File: src/sv/scs1a_pkg.sv
// Package: shared types, key codes and the scan code set 1 character tables.
package scs1a_pkg;

    localparam int unsigned QueueDepthDefault = 2;

    localparam logic [7:0] PrefixExt   = 8'hE0;
    localparam logic [6:0] KeyCtrl     = 7'h1D;
    localparam logic [6:0] KeyLShift   = 7'h2A;
    localparam logic [6:0] KeyRShift   = 7'h36;
    localparam logic [6:0] KeyCaps     = 7'h3A;
    localparam logic [6:0] KeyAlt      = 7'h38;
    localparam logic [6:0] KeyFirst    = 7'h01;
    localparam logic [6:0] KeyLast     = 7'h3A;
    localparam logic [6:0] CharLowerD  = 7'h64;
    localparam logic [6:0] CharCtrlD   = 7'h03;
    localparam logic [6:0] CaseBit     = 7'h20;

    // one word handed from the front end to the output queue
    typedef struct packed {
        logic       push;
        logic [6:0] ch;
    } item_t;

    // digit and punctuation keys: only Shift selects the shifted column
    function automatic logic shift_only(input logic [5:0] idx);
        logic r;
        r = 1'b0;
        if (idx < 6'h0E) r = 1'b1;
        case (idx)
            6'h1A, 6'h1B, 6'h27, 6'h28, 6'h29, 6'h2B, 6'h33, 6'h34, 6'h35: r = 1'b1;
            default: ;
        endcase
        return r;
    endfunction

    function automatic logic [6:0] plain_char(input logic [5:0] idx);
        logic [6:0] c;
        case (idx)
            6'h01: c = 7'h1B; 6'h02: c = 7'h31; 6'h03: c = 7'h32; 6'h04: c = 7'h33;
            6'h05: c = 7'h34; 6'h06: c = 7'h35; 6'h07: c = 7'h36; 6'h08: c = 7'h37;
            6'h09: c = 7'h38; 6'h0A: c = 7'h39; 6'h0B: c = 7'h30; 6'h0C: c = 7'h2D;
            6'h0D: c = 7'h3D; 6'h0E: c = 7'h08; 6'h0F: c = 7'h09;
            6'h10: c = 7'h71; 6'h11: c = 7'h77; 6'h12: c = 7'h65; 6'h13: c = 7'h72;
            6'h14: c = 7'h74; 6'h15: c = 7'h79; 6'h16: c = 7'h75; 6'h17: c = 7'h69;
            6'h18: c = 7'h6F; 6'h19: c = 7'h70; 6'h1A: c = 7'h5B; 6'h1B: c = 7'h5D;
            6'h1C: c = 7'h0A;
            6'h1E: c = 7'h61; 6'h1F: c = 7'h73; 6'h20: c = 7'h64; 6'h21: c = 7'h66;
            6'h22: c = 7'h67; 6'h23: c = 7'h68; 6'h24: c = 7'h6A; 6'h25: c = 7'h6B;
            6'h26: c = 7'h6C; 6'h27: c = 7'h3B; 6'h28: c = 7'h27; 6'h29: c = 7'h60;
            6'h2B: c = 7'h5C;
            6'h2C: c = 7'h7A; 6'h2D: c = 7'h78; 6'h2E: c = 7'h63; 6'h2F: c = 7'h76;
            6'h30: c = 7'h62; 6'h31: c = 7'h6E; 6'h32: c = 7'h6D; 6'h33: c = 7'h2C;
            6'h34: c = 7'h2E; 6'h35: c = 7'h2F; 6'h37: c = 7'h2A; 6'h39: c = 7'h20;
            default: c = 7'h00;
        endcase
        return c;
    endfunction

    function automatic logic [6:0] shifted_char(input logic [5:0] idx);
        logic [6:0] p;
        logic [6:0] c;
        p = plain_char(idx);
        case (idx)
            6'h02: c = 7'h21; 6'h03: c = 7'h40; 6'h04: c = 7'h23; 6'h05: c = 7'h24;
            6'h06: c = 7'h25; 6'h07: c = 7'h5E; 6'h08: c = 7'h26; 6'h09: c = 7'h2A;
            6'h0A: c = 7'h28; 6'h0B: c = 7'h29; 6'h0C: c = 7'h5F; 6'h0D: c = 7'h2B;
            6'h1A: c = 7'h7B; 6'h1B: c = 7'h7D; 6'h27: c = 7'h3A; 6'h28: c = 7'h22;
            6'h29: c = 7'h7E; 6'h2B: c = 7'h7C; 6'h33: c = 7'h3C; 6'h34: c = 7'h3E;
            6'h35: c = 7'h3F;
            default: begin
                // letters flip case, everything else is the same in both columns
                if (p >= 7'h61 && p <= 7'h7A) c = p ^ CaseBit;
                else c = p;
            end
        endcase
        return c;
    endfunction

endpackage

File: src/sv/scs1a_front.sv
// Front end: accepts scan bytes, tracks modifier flags and produces characters.
module scs1a_front (
    input  logic                aclk,
    input  logic                aresetn,
    input  logic                accept,
    input  logic [7:0]          scan_byte,
    output scs1a_pkg::item_t    item
);

    logic ext_reg,   ext_next;
    logic ctrl_reg,  ctrl_next;
    logic shift_reg, shift_next;
    logic caps_reg,  caps_next;

    logic [6:0] key;
    logic [5:0] idx;
    logic       in_table;
    logic       use_shift;
    logic [6:0] ch;

    assign key      = scan_byte[6:0];
    assign idx      = key[5:0];
    assign in_table = (key >= scs1a_pkg::KeyFirst) && (key <= scs1a_pkg::KeyLast);

    always_comb begin
        use_shift = scs1a_pkg::shift_only(idx) ? shift_reg : (shift_reg ^ caps_reg);
        ch = use_shift ? scs1a_pkg::shifted_char(idx) : scs1a_pkg::plain_char(idx);
        if (ctrl_reg && ch == scs1a_pkg::CharLowerD) ch = scs1a_pkg::CharCtrlD;
    end

    always_comb begin
        ext_next   = ext_reg;
        ctrl_next  = ctrl_reg;
        shift_next = shift_reg;
        caps_next  = caps_reg;
        item.push  = 1'b0;
        item.ch    = ch;
        if (accept) begin
            if (scan_byte == scs1a_pkg::PrefixExt) begin
                ext_next = 1'b1;
            end else begin
                ext_next = 1'b0;
                if (scan_byte[7]) begin
                    // break: right Ctrl releases like left, extended Shift does not
                    if (key == scs1a_pkg::KeyCtrl) begin
                        ctrl_next = 1'b0;
                    end else if (!ext_reg && (key == scs1a_pkg::KeyLShift ||
                                              key == scs1a_pkg::KeyRShift)) begin
                        shift_next = 1'b0;
                    end
                end else if (ext_reg) begin
                    if (key == scs1a_pkg::KeyCtrl) ctrl_next = 1'b1;
                end else if (in_table) begin
                    if (ch != 7'h00) begin
                        item.push = 1'b1;
                    end else if (key == scs1a_pkg::KeyCtrl) begin
                        ctrl_next = 1'b1;
                    end else if (key == scs1a_pkg::KeyLShift ||
                                 key == scs1a_pkg::KeyRShift) begin
                        shift_next = 1'b1;
                    end else if (key == scs1a_pkg::KeyCaps) begin
                        caps_next = ~caps_reg;
                    end
                end
            end
        end
    end

    always_ff @(posedge aclk) begin
        if (!aresetn) begin
            ext_reg   <= 1'b0;
            ctrl_reg  <= 1'b0;
            shift_reg <= 1'b0;
            caps_reg  <= 1'b0;
        end else begin
            ext_reg   <= ext_next;
            ctrl_reg  <= ctrl_next;
            shift_reg <= shift_next;
            caps_reg  <= caps_next;
        end
    end

endmodule

File: src/sv/scs1a_queue.sv
// Output queue: small FIFO of characters between the front end and the result port.
module scs1a_queue #(
    parameter int unsigned DEPTH = scs1a_pkg::QueueDepthDefault
) (
    input  logic                aclk,
    input  logic                aresetn,
    input  scs1a_pkg::item_t    item,
    output logic                full,
    output logic                out_valid,
    input  logic                out_ready,
    output logic [6:0]          out_ch
);

    localparam int unsigned PtrW = (DEPTH > 1) ? $clog2(DEPTH) : 1;
    localparam int unsigned CntW = $clog2(DEPTH + 1);
    localparam logic [PtrW-1:0] PtrLast = PtrW'(DEPTH - 1);
    localparam logic [CntW-1:0] CntFull = CntW'(DEPTH);

    logic [6:0]      mem [DEPTH];
    logic [PtrW-1:0] wr_reg, wr_next;
    logic [PtrW-1:0] rd_reg, rd_next;
    logic [CntW-1:0] cnt_reg, cnt_next;
    logic            pop;

    assign full      = (cnt_reg == CntFull);
    assign out_valid = (cnt_reg != '0);
    assign pop       = out_valid && out_ready;

    always_comb begin
        wr_next  = wr_reg;
        rd_next  = rd_reg;
        cnt_next = cnt_reg;
        if (item.push) wr_next = (wr_reg == PtrLast) ? '0 : wr_reg + PtrW'(1);
        if (pop)       rd_next = (rd_reg == PtrLast) ? '0 : rd_reg + PtrW'(1);
        if (item.push && !pop)      cnt_next = cnt_reg + CntW'(1);
        else if (pop && !item.push) cnt_next = cnt_reg - CntW'(1);
    end

    always_ff @(posedge aclk) begin
        if (!aresetn) begin
            wr_reg  <= '0;
            rd_reg  <= '0;
            cnt_reg <= '0;
        end else begin
            wr_reg  <= wr_next;
            rd_reg  <= rd_next;
            cnt_reg <= cnt_next;
        end
    end

    always_ff @(posedge aclk) begin
        if (item.push) mem[wr_reg] <= item.ch;
    end

    assign out_ch = mem[rd_reg];

endmodule

File: src/sv/scancode_set1_to_ascii_core.sv
// Top level: scan code set 1 to ASCII decoder with stream ports.
// Usage:
//   The slave channel (s_tvalid/s_tready/s_tdata) takes one raw set 1 scan byte
//   per word. The master channel (m_tvalid/m_tready/m_tdata) gives one ASCII
//   character per word for each make code that maps to a nonzero character.
//   Prefix, break and modifier bytes update the Ctrl, Shift, Caps and prefix
//   flags and produce no word.
// Output: a character is written into the FIFO when its byte is taken.
// Throughput: one byte per cycle unless the FIFO is full; the front end
//   classifies and updates flags in the accept cycle, and a QUEUE_DEPTH-entry FIFO holds characters.
// Stall: while the master side is stalled, bytes are still taken until the
//   FIFO fills; s_tready drops only when all QUEUE_DEPTH entries are in use.
// Reset: aresetn (synchronous, active low) clears all flags and empties the
//   FIFO; no words are lost or created across a stall.
module scancode_set1_to_ascii_core #(
    parameter int unsigned QUEUE_DEPTH = scs1a_pkg::QueueDepthDefault
) (
    input  logic       aclk,
    input  logic       aresetn,
    input  logic       s_tvalid,
    output logic       s_tready,
    input  logic [7:0] s_tdata,   // [7:0] scan_byte
    output logic       m_tvalid,
    input  logic       m_tready,
    output logic [7:0] m_tdata    // [6:0] ascii_char, [7] zero
);

    scs1a_pkg::item_t item;
    logic             full;
    logic [6:0]       out_ch;

    assign s_tready = ~full;

    scs1a_front u_front (
        .aclk      (aclk),
        .aresetn   (aresetn),
        .accept    (s_tvalid & s_tready),
        .scan_byte (s_tdata),
        .item      (item)
    );

    scs1a_queue #(
        .DEPTH (QUEUE_DEPTH)
    ) u_queue (
        .aclk      (aclk),
        .aresetn   (aresetn),
        .item      (item),
        .full      (full),
        .out_valid (m_tvalid),
        .out_ready (m_tready),
        .out_ch    (out_ch)
    );

    assign m_tdata = {1'b0, out_ch};

endmodule

File: config.mk
export PLATFORM = sky130hd
export DESIGN_NAME = scancode_set1_to_ascii_core
export DESIGN_NICKNAME = d
export VERILOG_FILES = /design/src/sv/scs1a_pkg.sv /design/src/sv/scs1a_front.sv /design/src/sv/scs1a_queue.sv /design/src/sv/scancode_set1_to_ascii_core.sv
export SDC_FILE = /design/constraint.sdc
export NUM_CORES = 1
export LEC_CHECK = 0
export ABC_AREA = 1
export BUFFER_PORTS_ARGS = -buffer_cell sky130_fd_sc_hd__buf_2
export CORE_UTILIZATION = 25
export CTS_BUF_LIST = sky130_fd_sc_hd__clkbuf_16
export DETAILED_ROUTE_END_ITERATION = 6
export GPL_TIMING_DRIVEN = 0
export HOLD_SLACK_MARGIN = 0.08
export SLEW_MARGIN = 0
export SYNTH_ARGS = -nofsm -noshare
export SYNTH_HDL_FRONTEND = slang
export SYNTH_SLANG_ARGS = --single-unit
File: constraint.sdc
create_clock -name aclk -period 4.05 [get_ports aclk]
set_input_delay 0.6075 -clock aclk [delete_from_list [all_inputs] [get_ports aclk]]
set_output_delay 0.6075 -clock aclk [all_outputs]
set_load 0.005 [all_outputs]
==> reports/qor_table.md, run 1 <==
| Step | Result | Reported |
| --- | --- | --- |
| outcome | Result of the run | finished clean |
| sta | Clock skew | 3.19 ps |
| place | Routability cong. | 0.907 |
| yosys | Synth Instances | 426 |
| route | Total wirelength of the detailed-routed design | 7.88 mm |
| cells and area | Share of post-route cells with drive strength above 1 | 20.8% |
| floorplanning | Starting density of the core | 26.0% |
| global route | Number of global-route vias before repair | 2,819 |
| yosys | Top cell type by total area after synthesis | nand2_1 |
| global route | Antenna violations before repair | 0 |
| worst setup path | CP startpoint | s_tdata[0] |
| worst setup path | CP Cell Sequence | buf_2, inv_1, ha_1, nand2_1, nand2_1, o21ai_0, nand3_1, nor2_2, nor2_1, nand3_1, nand3_1, nand2_1, a21oi_1, nand2_2, nand4_4, nand3_2, inv_1, ha_1, a21oi_1, o21ai_0, o21ai_0, a21oi_1 |
| yosys | Post-synthesis instance area | 2710 µm² |
| cts | Cts bufs inserted | 3 |
| sta | Fmax | 0.272 GHz |
| route | Total via count in the routed design | 2,931 |
| floorplanning | Area of the core region | 10,400 µm² |
| floorplanning | Placement Rows | 37 |
| sta | Final Hold Vio Count | 0 |
| place | Count of port buffers added during placement | 19 |
| yosys | Distinct cells, synth | 35 |
| cts | TritonCTS clock tree | yes |
| global route | Global route overflow | 0 |
| sta | Worst slew margin relative to its limit | 57.4% |
| route | Antenna viol nets, final | 0 |
| sta | Worst slew pin tran | 637 ps |
| cts | Hold Buf Count CTS | 0 |
| power | Total power density per cell area | 244 nW/µm² |
| yosys | Syn. warnings | 0 |
| cts | Largest buffer count on any clock path | 2 |
| worst setup path | Number of buffer and inverter stages on the critical path | 3 |
| global route | Overall routing resource usage | 14.4% |
| power | Tot Pwr | 0.755 mW |
| worst setup path | Crit path capture type | register |
| worst setup path | Highest-delay cell along the critical path | ha_1 |
| route | Vias per cell | 4.99 |
| power | LEAKAGE | 1.53 nW |
| cells and area | Number of nets in the finished design | 478 |
| yosys | Number of flip-flops and latches in the synthesized netlist | 23 |
| sta | RSZ-0062 raised after global routing | false |
| route | Post-route DRC violation count | 0 |
| worst setup path | Maximum fanout along the worst path | 12 |
| cts | Cell at the root of the clock tree | clkbuf_16 |
| worst setup path | Largest stage delay on the critical path | 340 ps |
| worst setup path | Arrival time at the worst endpoint | 3820 ps |
| cells and area | Antenna diode count | 0 |
| floorplanning | Die Y | 106 µm |
| yosys | Area share of the largest cell type after synthesis | 16.1% |
| global route | Pin count of the biggest net entering global routing | 14 |
| route | Total iterations of the first detailed-routing run | 4 |
| sta | Hold slack final | 476 ps |
| worst setup path | Required time worst endpoint | 4190 ps |
| floorplanning | Die width | 106 µm |
| sta | Setup Viol. Count Final | 0 |
| cts | Latest clock arrival within the worst-skew pair | 250 ps |
| power | IR drop worst, VDD | 0.000139 V |
| floorplanning | Die outline area | 11,300 µm² |
| worst setup path | Setup crit start kind | primary input |
| global route | First-pass GRT wire length | 13.2 mm |
| sta | Max-slew violation total from the final report | 0 |
| yosys | Dominant cells by area after synthesis | nand2_1 (16%), edfxtp_1 (16%), nand3_1 (11%) |
| sta | Time the final worst path needs with I/O delays and setup | 3680 ps |
| worst hold path | Hold WC Path Type | reg -> reg |
| cells and area | Flip-flop count of the largest register, all copies and words added | 14 |
| cells and area | Growth of design area from synthesis to finish | 14.3% |
| cts | Number of sinks driven by the clock tree | 23 |
| worst setup path | Dominant delay contributor by cell family on the critical path | simple AND/OR/NAND/NOR gates |
| route | Post-DR wirelength/cell | 13.4 µm |
| cells and area | Final Non-Filler Cells | 587 |
| sta | Final clock period utilization by the worst path | 90.9% |
| cts | Clock transition at path regs | 60 ps |
| yosys | Sequential element share of the synthesized area | 22.2% |
| worst setup path | Crit Reg-Reg Startpoint | u_front.caps_reg |
| floorplanning | Boundary Pins | 22 |
| yosys | Post-synthesis average cell area | 6.36 µm² |
| worst setup path | Kind of critical path | in -> reg |
| flow run | Maximum capacitance violations | 0 |
| yosys | Syn Nets | 452 |
| place | Detailed placement HPWL | 6.19 mm |
| worst hold path | Worst Min Path Start | u_queue.rd_reg |
| place | Cell Count Post-Placement | 581 |
| route | Number of DRC markers in iteration 0 | 226 |
| cts | H-tree depth reported by CTS | 1 |
## synth_stat cells, drive strengths merged
cell type / number
edfxtp: 14
dfxtp: 9
nand3: 67
mux2: 7
mux2i: 1
nor4: 2
a311oi: 1
clkinv: 1
nor2: 64
nor2b: 1
inv: 46
a21oi: 17
o211ai: 2
conb: 1
nand3b: 1
o22ai: 2
nand2: 130
nor3: 5
nand4: 11
buf: 10
ha: 14
clkbuf: 3
o21ai: 17
## through the flow
| stage | TNS (ps) | area (µm²) | utilization (%) | setup slack (ps) |
|---|---|---|---|---|
| final | 0 | 3100 | 29.7 | 369 |
| after global routing | 0 | 3100 | 29.7 | 45.1 |
| after CTS | 0 | 3050 | 29.3 | 162 |
| after detailed placement | -1890 | 2980 | 28.6 | -323 |
| after global placement | -1810 | 2980 | 28.6 | -298 |
| after floorplan | 0 | 2710 | - | 550 |
## worst reg2reg max path: cells and delay by family, from the launching register on
kind / cells / cell delay [ps]
adders and majority gates: 1 / 250
AOI/OAI and AO/OA: 5 / 590
buffers and inverters: 1 / 80
and+or+nand+nor: 12 / 1270
DFF: 1 / 340
## report_power, final
part	internal [mW]	leakage, nW	switching, mW
combinational	0.0970	1.29	0.183
clock	0.131	0.0423	0.0723
sequential	0.266	0.200	0.00442
total	0.495	1.53	0.260
## placed cells by master (no fill, tap or decap), drive strengths merged, types with 2 or more instances in the layout
master  Yosys  final
o21ai      17     17
dfxtp       9      9
nor3        5      5
clkbuf      3      5
ha         14     14
nor2       64     64
nor4        2      2
inv        46     46
nand3      67     67
nand2     130    130
buf        10     32
edfxtp     14     14
o22ai       2      2
o211ai      2      2
mux2        7      7
a21oi      17     17
nand4      11     11
## path summary, 6_finish.rpt
path	to	slack, ps	cells after the start
max	u_queue.cnt_reg[1]	370	22
min	u_queue.rd_reg	480	2
max reg2reg	u_queue.cnt_reg[1]	1410	19
min reg2reg	u_queue.rd_reg	480	2
## area by class of cell
cell class                 count  area (µm²)
clock inverter                 1        3.75
fill                        1170        7320
clock buffer                   3        75.1
inverter                      47         184
multi-input combinational    343        1870
buffer                        11        63.8
timing repair buffer          23         128
sequential                    23         601
tap                          136         170
## metal layers
layer / global-route usage (%) / part of all wire [%] / vias to the layer above / wire length (µm)
li1: - / - / 1452 / -
met2: 25.2 / 47 / 116 / 3700
met5: 0 / 0 / - / 0
met4: 5.65 / 3.4 / 0 / 269
met1: 17.9 / 44 / 1338 / 3440
met3: 1.59 / 5.9 / 25 / 464
## what timing repair did
action / in CTS / in global routing
resized for setup: 0 / 6
endpoints found under the setup margin: 1 / 8
buffers inserted: 0 / 4
pin swaps: 0 / 1
hold endpoints to repair: 0 / 0
## logic make-up (layout without fill, tap and decap cells)
logic type | after synthesis | after routing | share of synthesized area, %
multiplexers | 8 | 8 | 3.28
buffers and inverters | 60 | 85 | 9.28
flip-flops | 23 | 23 | 22.2
adder cells (fa/ha/maj) | 14 | 14 | 6.46
AND/OR/NAND/NOR | 281 | 281 | 51.1
AO/OA/AOI/OAI | 39 | 39 | 7.62
other | 1 | 1 | 0.138
No activity file was read; power rests on OpenSTA's default activity.
==> run 2, diff against run 1 <==
--- a/config.mk
+++ b/config.mk
@@ -6,10 +6,10 @@
 export NUM_CORES = 1
 export LEC_CHECK = 0
 export ABC_AREA = 1
-export BUFFER_PORTS_ARGS = -buffer_cell sky130_fd_sc_hd__buf_2
 export CORE_UTILIZATION = 25
 export CTS_BUF_LIST = sky130_fd_sc_hd__clkbuf_16
 export DETAILED_ROUTE_END_ITERATION = 6
+export DONT_BUFFER_PORTS = 1
 export GPL_TIMING_DRIVEN = 0
 export HOLD_SLACK_MARGIN = 0.08
 export SLEW_MARGIN = 0
==> reports/qor_table.md, run 2 (synthesis results as in run 1) <==
| Step | Result | Reported |
| --- | --- | --- |
| route | Post-route DRC violation count | 0 |
| power | Part of the power in the clock network | 28.2% |
| worst setup path | Required time worst endpoint | 4190 ps |
| worst setup path | CP Cell Sequence | inv_1, ha_1, nand3_1, nor2_1, inv_1, nand3_1, nor2_2, nand3_4, nand3_4, nand2_1, nand2_2, nor2_1, nor2b_2, nand4_4, nand3_2, inv_1, ha_1, a21oi_1, o21ai_0, o21ai_0, a21oi_1 |
| worst hold path | WHS Endpoint | u_front.ctrl_reg |
| global route | Pin count of the biggest net entering global routing | 14 |
| cells and area | Growth of design area from synthesis to finish | 9.28% |
| cells and area | Antenna diode count | 0 |
| worst setup path | Arrival time at the worst endpoint | 3800 ps |
| sta | RSZ-0062 raised after global routing | false |
| worst setup path | Setup crit start kind | primary input |
| place | Count of port buffers added during placement | 0 |
| floorplanning | Boundary Pins | 22 |
| worst setup path | Crit path capture type | register |
| cells and area | Share of post-route cells with drive strength above 1 | 16.3% |
| route | Antenna viol nets, final | 0 |
| worst setup path | Maximum fanout along the worst path | 11 |
| place | Cell Count Post-Placement | 562 |
| floorplanning | Starting density of the core | 26.0% |
| cts | H-tree depth reported by CTS | 1 |
| cts | Number of sinks driven by the clock tree | 23 |
| worst hold path | Worst hold path cell count | 2 |
| power | Tot Pwr | 0.726 mW |
| floorplanning | Die outline area | 11,300 µm² |
| worst setup path | Terminus of the critical flop-to-flop path | u_queue.cnt_reg[1] |
| worst setup path | Kind of critical path | in -> reg |
| place | Routability cong. | 0.907 |
| worst setup path | Cell depth of the worst flop-to-flop path | 17 |
| sta | Worst slew margin relative to its limit | 59.2% |
| power | IR drop worst, VDD | 0.000161 V |
| place | Detailed placement HPWL | 6.18 mm |
| route | Total iterations of the first detailed-routing run | 5 |
| worst setup path | Largest stage delay on the critical path | 390 ps |
| sta | Worst slew pin tran | 609 ps |
| worst hold path | Worst Min Path Start | u_front.ctrl_reg |
| sta | Fmax | 0.273 GHz |
| power | Switching Share | 33.9% |
| power | Net switching power of the design | 0.246 mW |
| worst setup path | Highest-delay cell along the critical path | ha_1 |
| worst setup path | Crit Reg-Reg Startpoint | u_front.caps_reg |
| power | Total power density per cell area | 245 nW/µm² |
| sta | Clock skew | 5.41 ps |
| cts | TritonCTS clock tree | yes |
| cts | Hold Buf Count CTS | 0 |
| worst hold path | Hold WC Path Type | reg -> reg |
| global route | Number of global-route vias before repair | 2,785 |
| sta | Final Hold Vio Count | 0 |
| sta | Max-slew violation total from the final report | 0 |
| sta | Setup Viol. Count Final | 0 |
| worst setup path | Dominant delay contributor by cell family on the critical path | simple AND/OR/NAND/NOR gates |
| cells and area | Leading cell type in the layout, fill and taps excluded | nand2_1 |
| sta | Final clock period utilization by the worst path | 90.4% |
| route | Vias per cell | 4.96 |
| worst setup path | Slack of the worst reg-to-reg path | 1400 ps |
| power | Comb pwr share | 34.5% |
| global route | First-pass GRT wire length | 13.3 mm |
| outcome | Result of the run | finished clean |
| cells and area | Flip-flop count of the largest register, all copies and words added | 14 |
| cts | Cell at the root of the clock tree | clkbuf_16 |
| cts | Clock transition at path regs | 60 ps |
| power | Internal power | 0.480 mW |
| global route | Global route overflow | 0 |
| floorplanning | Placement Rows | 37 |
| cts | Latest clock arrival within the worst-skew pair | 250 ps |
| cts | Largest buffer count on any clock path | 2 |
| route | Post-DR wirelength/cell | 13.9 µm |
| power | Part of the total power dissipated in sequential elements | 37.3% |
| global route | Overall routing resource usage | 14.6% |
| sta | Hold slack final | 457 ps |
| flow run | Maximum capacitance violations | 0 |
| route | Number of DRC markers in iteration 0 | 232 |
| worst setup path | Number of buffer and inverter stages on the critical path | 3 |
| sta | Time the final worst path needs with I/O delays and setup | 3660 ps |
| route | Total wirelength of the detailed-routed design | 7.83 mm |
| cells and area | Top library cells by usage in the layout, fill and taps aside | nand2_1 (116), nand3_1 (59), nor2_1 (49) |
| cells and area | Number of nets in the finished design | 456 |
| cts | Post-CTS setup buffers | 0 |
| floorplanning | Die Y | 106 µm |
| cts | Cts bufs inserted | 3 |
| power | LEAKAGE | 1.44 nW |
| cells and area | Final Non-Filler Cells | 565 |
| route | Total via count in the routed design | 2,801 |
| floorplanning | Die width | 106 µm |
| floorplanning | Area of the core region | 10,400 µm² |
| worst setup path | Most common cell on crit path | inv_1 |
| global route | Antenna violations before repair | 0 |
| cts | # resized after CTS | 0 |
| sta | Setup TNS | 0 ps |
| cells and area | Layout fillers | 1,177 |
## run 2: cell types whose count changed in the layout (fill, tap and decap cells not counted), sizes merged
cell | previous run | this run
clkinvlp | 1 | 0
buf | 32 | 10
inv | 46 | 47
## run 2: final cells by class
class / instances / area [µm²] / share of cell area, %
Sequential cell: 23 / 601 / 20.3
Multi-Input combinational cell: 343 / 1860 / 62.9
Tap cell: 136 / 170 / 5.75
Inverter: 47 / 180 / 6.08
Buffer: 12 / 68.8 / 2.32
Clock inverter: 1 / 3.75 / 0.127
Clock buffer: 3 / 75.1 / 2.53
## run 2: how the worst max path moves through the flow
| stage | slack, ps | endpoint | cells after the start | start |
|---|---|---|---|---|
| after CTS | 40 | u_queue.cnt_reg[1] | 23 | s_tdata[0] |
| final | 390 | u_queue.cnt_reg[1] | 21 | s_tdata[1] |
| after global routing | 20 | u_queue.cnt_reg[1] | 23 | s_tdata[0] |
| after detailed placement | -210 | u_queue.cnt_reg[1] | 23 | s_tdata[0] |
| after global placement | -190 | u_queue.cnt_reg[1] | 23 | s_tdata[0] |
| after floorplan | 550 | u_queue.cnt_reg[1] | 21 | s_tdata[0] |
## run 2: routing by layer
| metal | vias up | GRT usage [%] | part of all wire (%) |
|---|---|---|---|
| met5 | - | 0 | 0 |
| met3 | 16 | 1.90 | 7.8 |
| met2 | 120 | 25.5 | 47 |
| met1 | 1258 | 18.3 | 42 |
| li1 | 1407 | - | - |
| met4 | 0 | 4.66 | 2.4 |
## run 2: power groups by stage
stage | clock, mW | combinational [mW] | sequential [mW]
2_1_floorplan | 0 | 0.194 | 0.275
3_3_place_gp | 0 | 0.246 | 0.275
3_5_place_dp | 0 | 0.248 | 0.276
4_1_cts | 0.210 | 0.249 | 0.271
5_1_grt | 0.222 | 0.284 | 0.273
6_report | 0.205 | 0.251 | 0.271
## run 2: metrics by stage
step	worst slack [ps]	utilization [%]	instance area, µm²
floorplan	550	-	2710
global placement	-188	27.7	2880
detailed placement	-214	27.7	2880
CTS	36.0	28.4	2960
global route	23.5	28.4	2960
finish	389	28.4	2960
## run 2: tightest hold or removal path: stages (launching register included)
cell and delay, ps:
dfxtp_1 290, inv_1 60, a21oi_1 60
==> run 3, diff against run 2 <==
--- a/config.mk
+++ b/config.mk
@@ -12,6 +12,7 @@
 export DONT_BUFFER_PORTS = 1
 export GPL_TIMING_DRIVEN = 0
 export HOLD_SLACK_MARGIN = 0.08
+export RECOVER_POWER = 25
 export SLEW_MARGIN = 0
 export SYNTH_ARGS = -nofsm -noshare
 export SYNTH_HDL_FRONTEND = slang
==> constraint.sdc (replaced) <==
create_clock -name aclk -period 4.2 [get_ports aclk]
set_input_delay 0.63 -clock aclk [delete_from_list [all_inputs] [get_ports aclk]]
set_output_delay 0.63 -clock aclk [all_outputs]
set_load 0.005 [all_outputs]
==> reports/qor_table.md, run 3 (synthesis results as in run 1) <==
| Step | Result | Reported |
| --- | --- | --- |
| worst setup path | Required time worst endpoint | 4340 ps |
| sta | Setup Viol. Count Final | 0 |
| cts | Number of sinks driven by the clock tree | 23 |
| worst setup path | Cell depth of the worst flop-to-flop path | 17 |
| cells and area | Flip-flop count of the largest register, all copies and words added | 14 |
| cells and area | Number of nets in the finished design | 456 |
| route | Vias per cell | 5.00 |
| cells and area | Share of post-route cells with drive strength above 1 | 15.6% |
| route | Antenna viol nets, final | 0 |
| floorplanning | Area of the core region | 10,400 µm² |
| worst setup path | Kind of critical path | in -> reg |
| sta | Time the final worst path needs with I/O delays and setup | 3750 ps |
| route | Total wirelength of the detailed-routed design | 7.80 mm |
| global route | Overall routing resource usage | 14.6% |
| floorplanning | Placement Rows | 37 |
| cts | TritonCTS clock tree | yes |
| global route | Number of global-route vias before repair | 2,785 |
| power | Tot Pwr | 0.699 mW |
| sta | Worst Setup Slack, final | 453 ps |
| flow run | Maximum capacitance violations | 0 |
| sta | RSZ-0062 raised after global routing | false |
| route | Post-DR wirelength/cell | 13.8 µm |
| floorplanning | Starting density of the core | 26.0% |
| sta | Final Hold Vio Count | 0 |
| power | Part of the power in the clock network | 28.1% |
| global route | Antenna violations before repair | 0 |
| global route | Global route overflow | 0 |
| cts | Cell at the root of the clock tree | clkbuf_16 |
| power | Internal power | 0.462 mW |
| cts | H-tree depth reported by CTS | 1 |
| floorplanning | Boundary Pins | 22 |
| route | Number of DRC markers in iteration 0 | 238 |
| cts | Hold Buf Count CTS | 0 |
| cells and area | Growth of design area from synthesis to finish | 9.19% |
| power | Part of the total power dissipated in sequential elements | 37.4% |
| cts | Largest buffer count on any clock path | 2 |
| power | IR drop worst, VDD | 0.000156 V |
| cts | Latest clock arrival within the worst-skew pair | 250 ps |
| outcome | Result of the run | finished clean |
| global route | Pin count of the biggest net entering global routing | 14 |
| place | Detailed placement HPWL | 6.18 mm |
| worst hold path | Worst hold path cell count | 2 |
| floorplanning | Die width | 106 µm |
| worst hold path | Hold WC Path Type | reg -> reg |
| power | Net switching power of the design | 0.237 mW |
| sta | Clock skew | 4.63 ps |
| route | Total iterations of the first detailed-routing run | 5 |
| sta | Worst slew margin relative to its limit | 59.1% |
| cells and area | Antenna diode count | 0 |
| worst setup path | Setup crit start kind | primary input |
| power | Total power density per cell area | 236 nW/µm² |
| place | Cell Area, Placed | 2880 µm² |
| sta | Max-slew violation total from the final report | 0 |
| worst setup path | Arrival time at the worst endpoint | 3880 ps |
| cells and area | Post-route cell area | 2960 µm² |
| place | Count of port buffers added during placement | 0 |
| cells and area | Top library cells by usage in the layout, fill and taps aside | nand2_1 (116), nand3_1 (59), nor2_1 (49) |
| place | Worst slack at placement | -86.9 ps |
| sta | Final clock period utilization by the worst path | 89.2% |
| route | Post-route DRC violation count | 0 |
| global route | First-pass GRT wire length | 13.3 mm |
| sta | Fmax | 0.267 GHz |
| cts | Clock transition at path regs | 60 ps |
| cts | Cts bufs inserted | 3 |
| cells and area | Leading cell type in the layout, fill and taps excluded | nand2_1 |
| floorplanning | Die outline area | 11,300 µm² |
| route | Total via count in the routed design | 2,826 |
| sta | Worst slew pin tran | 611 ps |
| power | Switching Share | 33.9% |
| worst setup path | Crit path capture type | register |
| power | Comb pwr share | 34.5% |
| worst setup path | Maximum fanout along the worst path | 8 |
| floorplanning | Die Y | 106 µm |
| place | Routability cong. | 0.907 |
| power | LEAKAGE | 1.45 nW |
run 3: cell counts in the layout (fill, tap and decap cells not counted):
No cell type changed its count.
run 3: timing repair:
action	in CTS	in global routing
gates resized for setup	0	3
endpoints found under the setup margin	0	9
setup buffers	0	0
run 3: power by group through the flow:
stage	clock [mW]	combinational, mW	sequential (mW)
finish	0.196	0.241	0.261
global route	0.214	0.272	0.263
CTS	0.202	0.240	0.262
detailed placement	0	0.239	0.266
global placement	0	0.237	0.266
floorplan	0	0.187	0.265
run 3: path summary, 6_finish.rpt:
kind | from | endpoint | slack, ps
worst max-delay path | s_tdata[0] | u_queue.cnt_reg[1] | 450
worst min-delay path | u_front.ctrl_reg | u_front.ctrl_reg | 460
worst max register to register | u_front.caps_reg | u_queue.cnt_reg[1] | 1550
worst min register to register | u_front.ctrl_reg | u_front.ctrl_reg | 460
run 3: critical path, cell delays in order:
cell      delay [ps]
clkbuf_2         170
inv_1            170
ha_1             370
nand3_1          280
nor2_1           190
nor2_2            60
nand2_1          110
nor2_2            70
nand3_4          130
nand3_4          100
nand2_1           90
nand2_2           60
nor2_1           150
nor2b_2          220
nand4_4          150
nand3_2          110
inv_1             50
ha_1             310
a21oi_1          110
o21ai_0          110
o21ai_0          170
a21oi_1           60
run 3: area by class of cell:
class	count	area, µm²
flip-flops and latches	23	601
well taps	136	170
inverters	47	180
clock inverters	1	3.75
fillers	1178	7460
clock buffers	3	75.1
plain buffers	12	68.8
multi-input cells	343	1860
run 3: layer usage:
metal	share of wire (%)	up-vias	track usage, %
li1	-	1404	-
met1	43	1289	18.3
met2	48	119	25.5
met3	7.0	14	1.90
met4	2.3	0	4.66
met5	0	-	0
run 3: through the flow:
stage | TNS, ps | hold WS (ps) | std cells | util, %
3_5_place_dp | -86.9 | 449 | 562 | 27.7
2_1_floorplan | 0 | 434 | 426 | -
5_1_grt | 0 | 469 | 565 | 28.4
4_1_cts | 0 | 459 | 566 | 28.4
3_3_place_gp | -60.3 | 454 | 562 | 27.7
6_report | 0 | 456 | 565 | 28.4
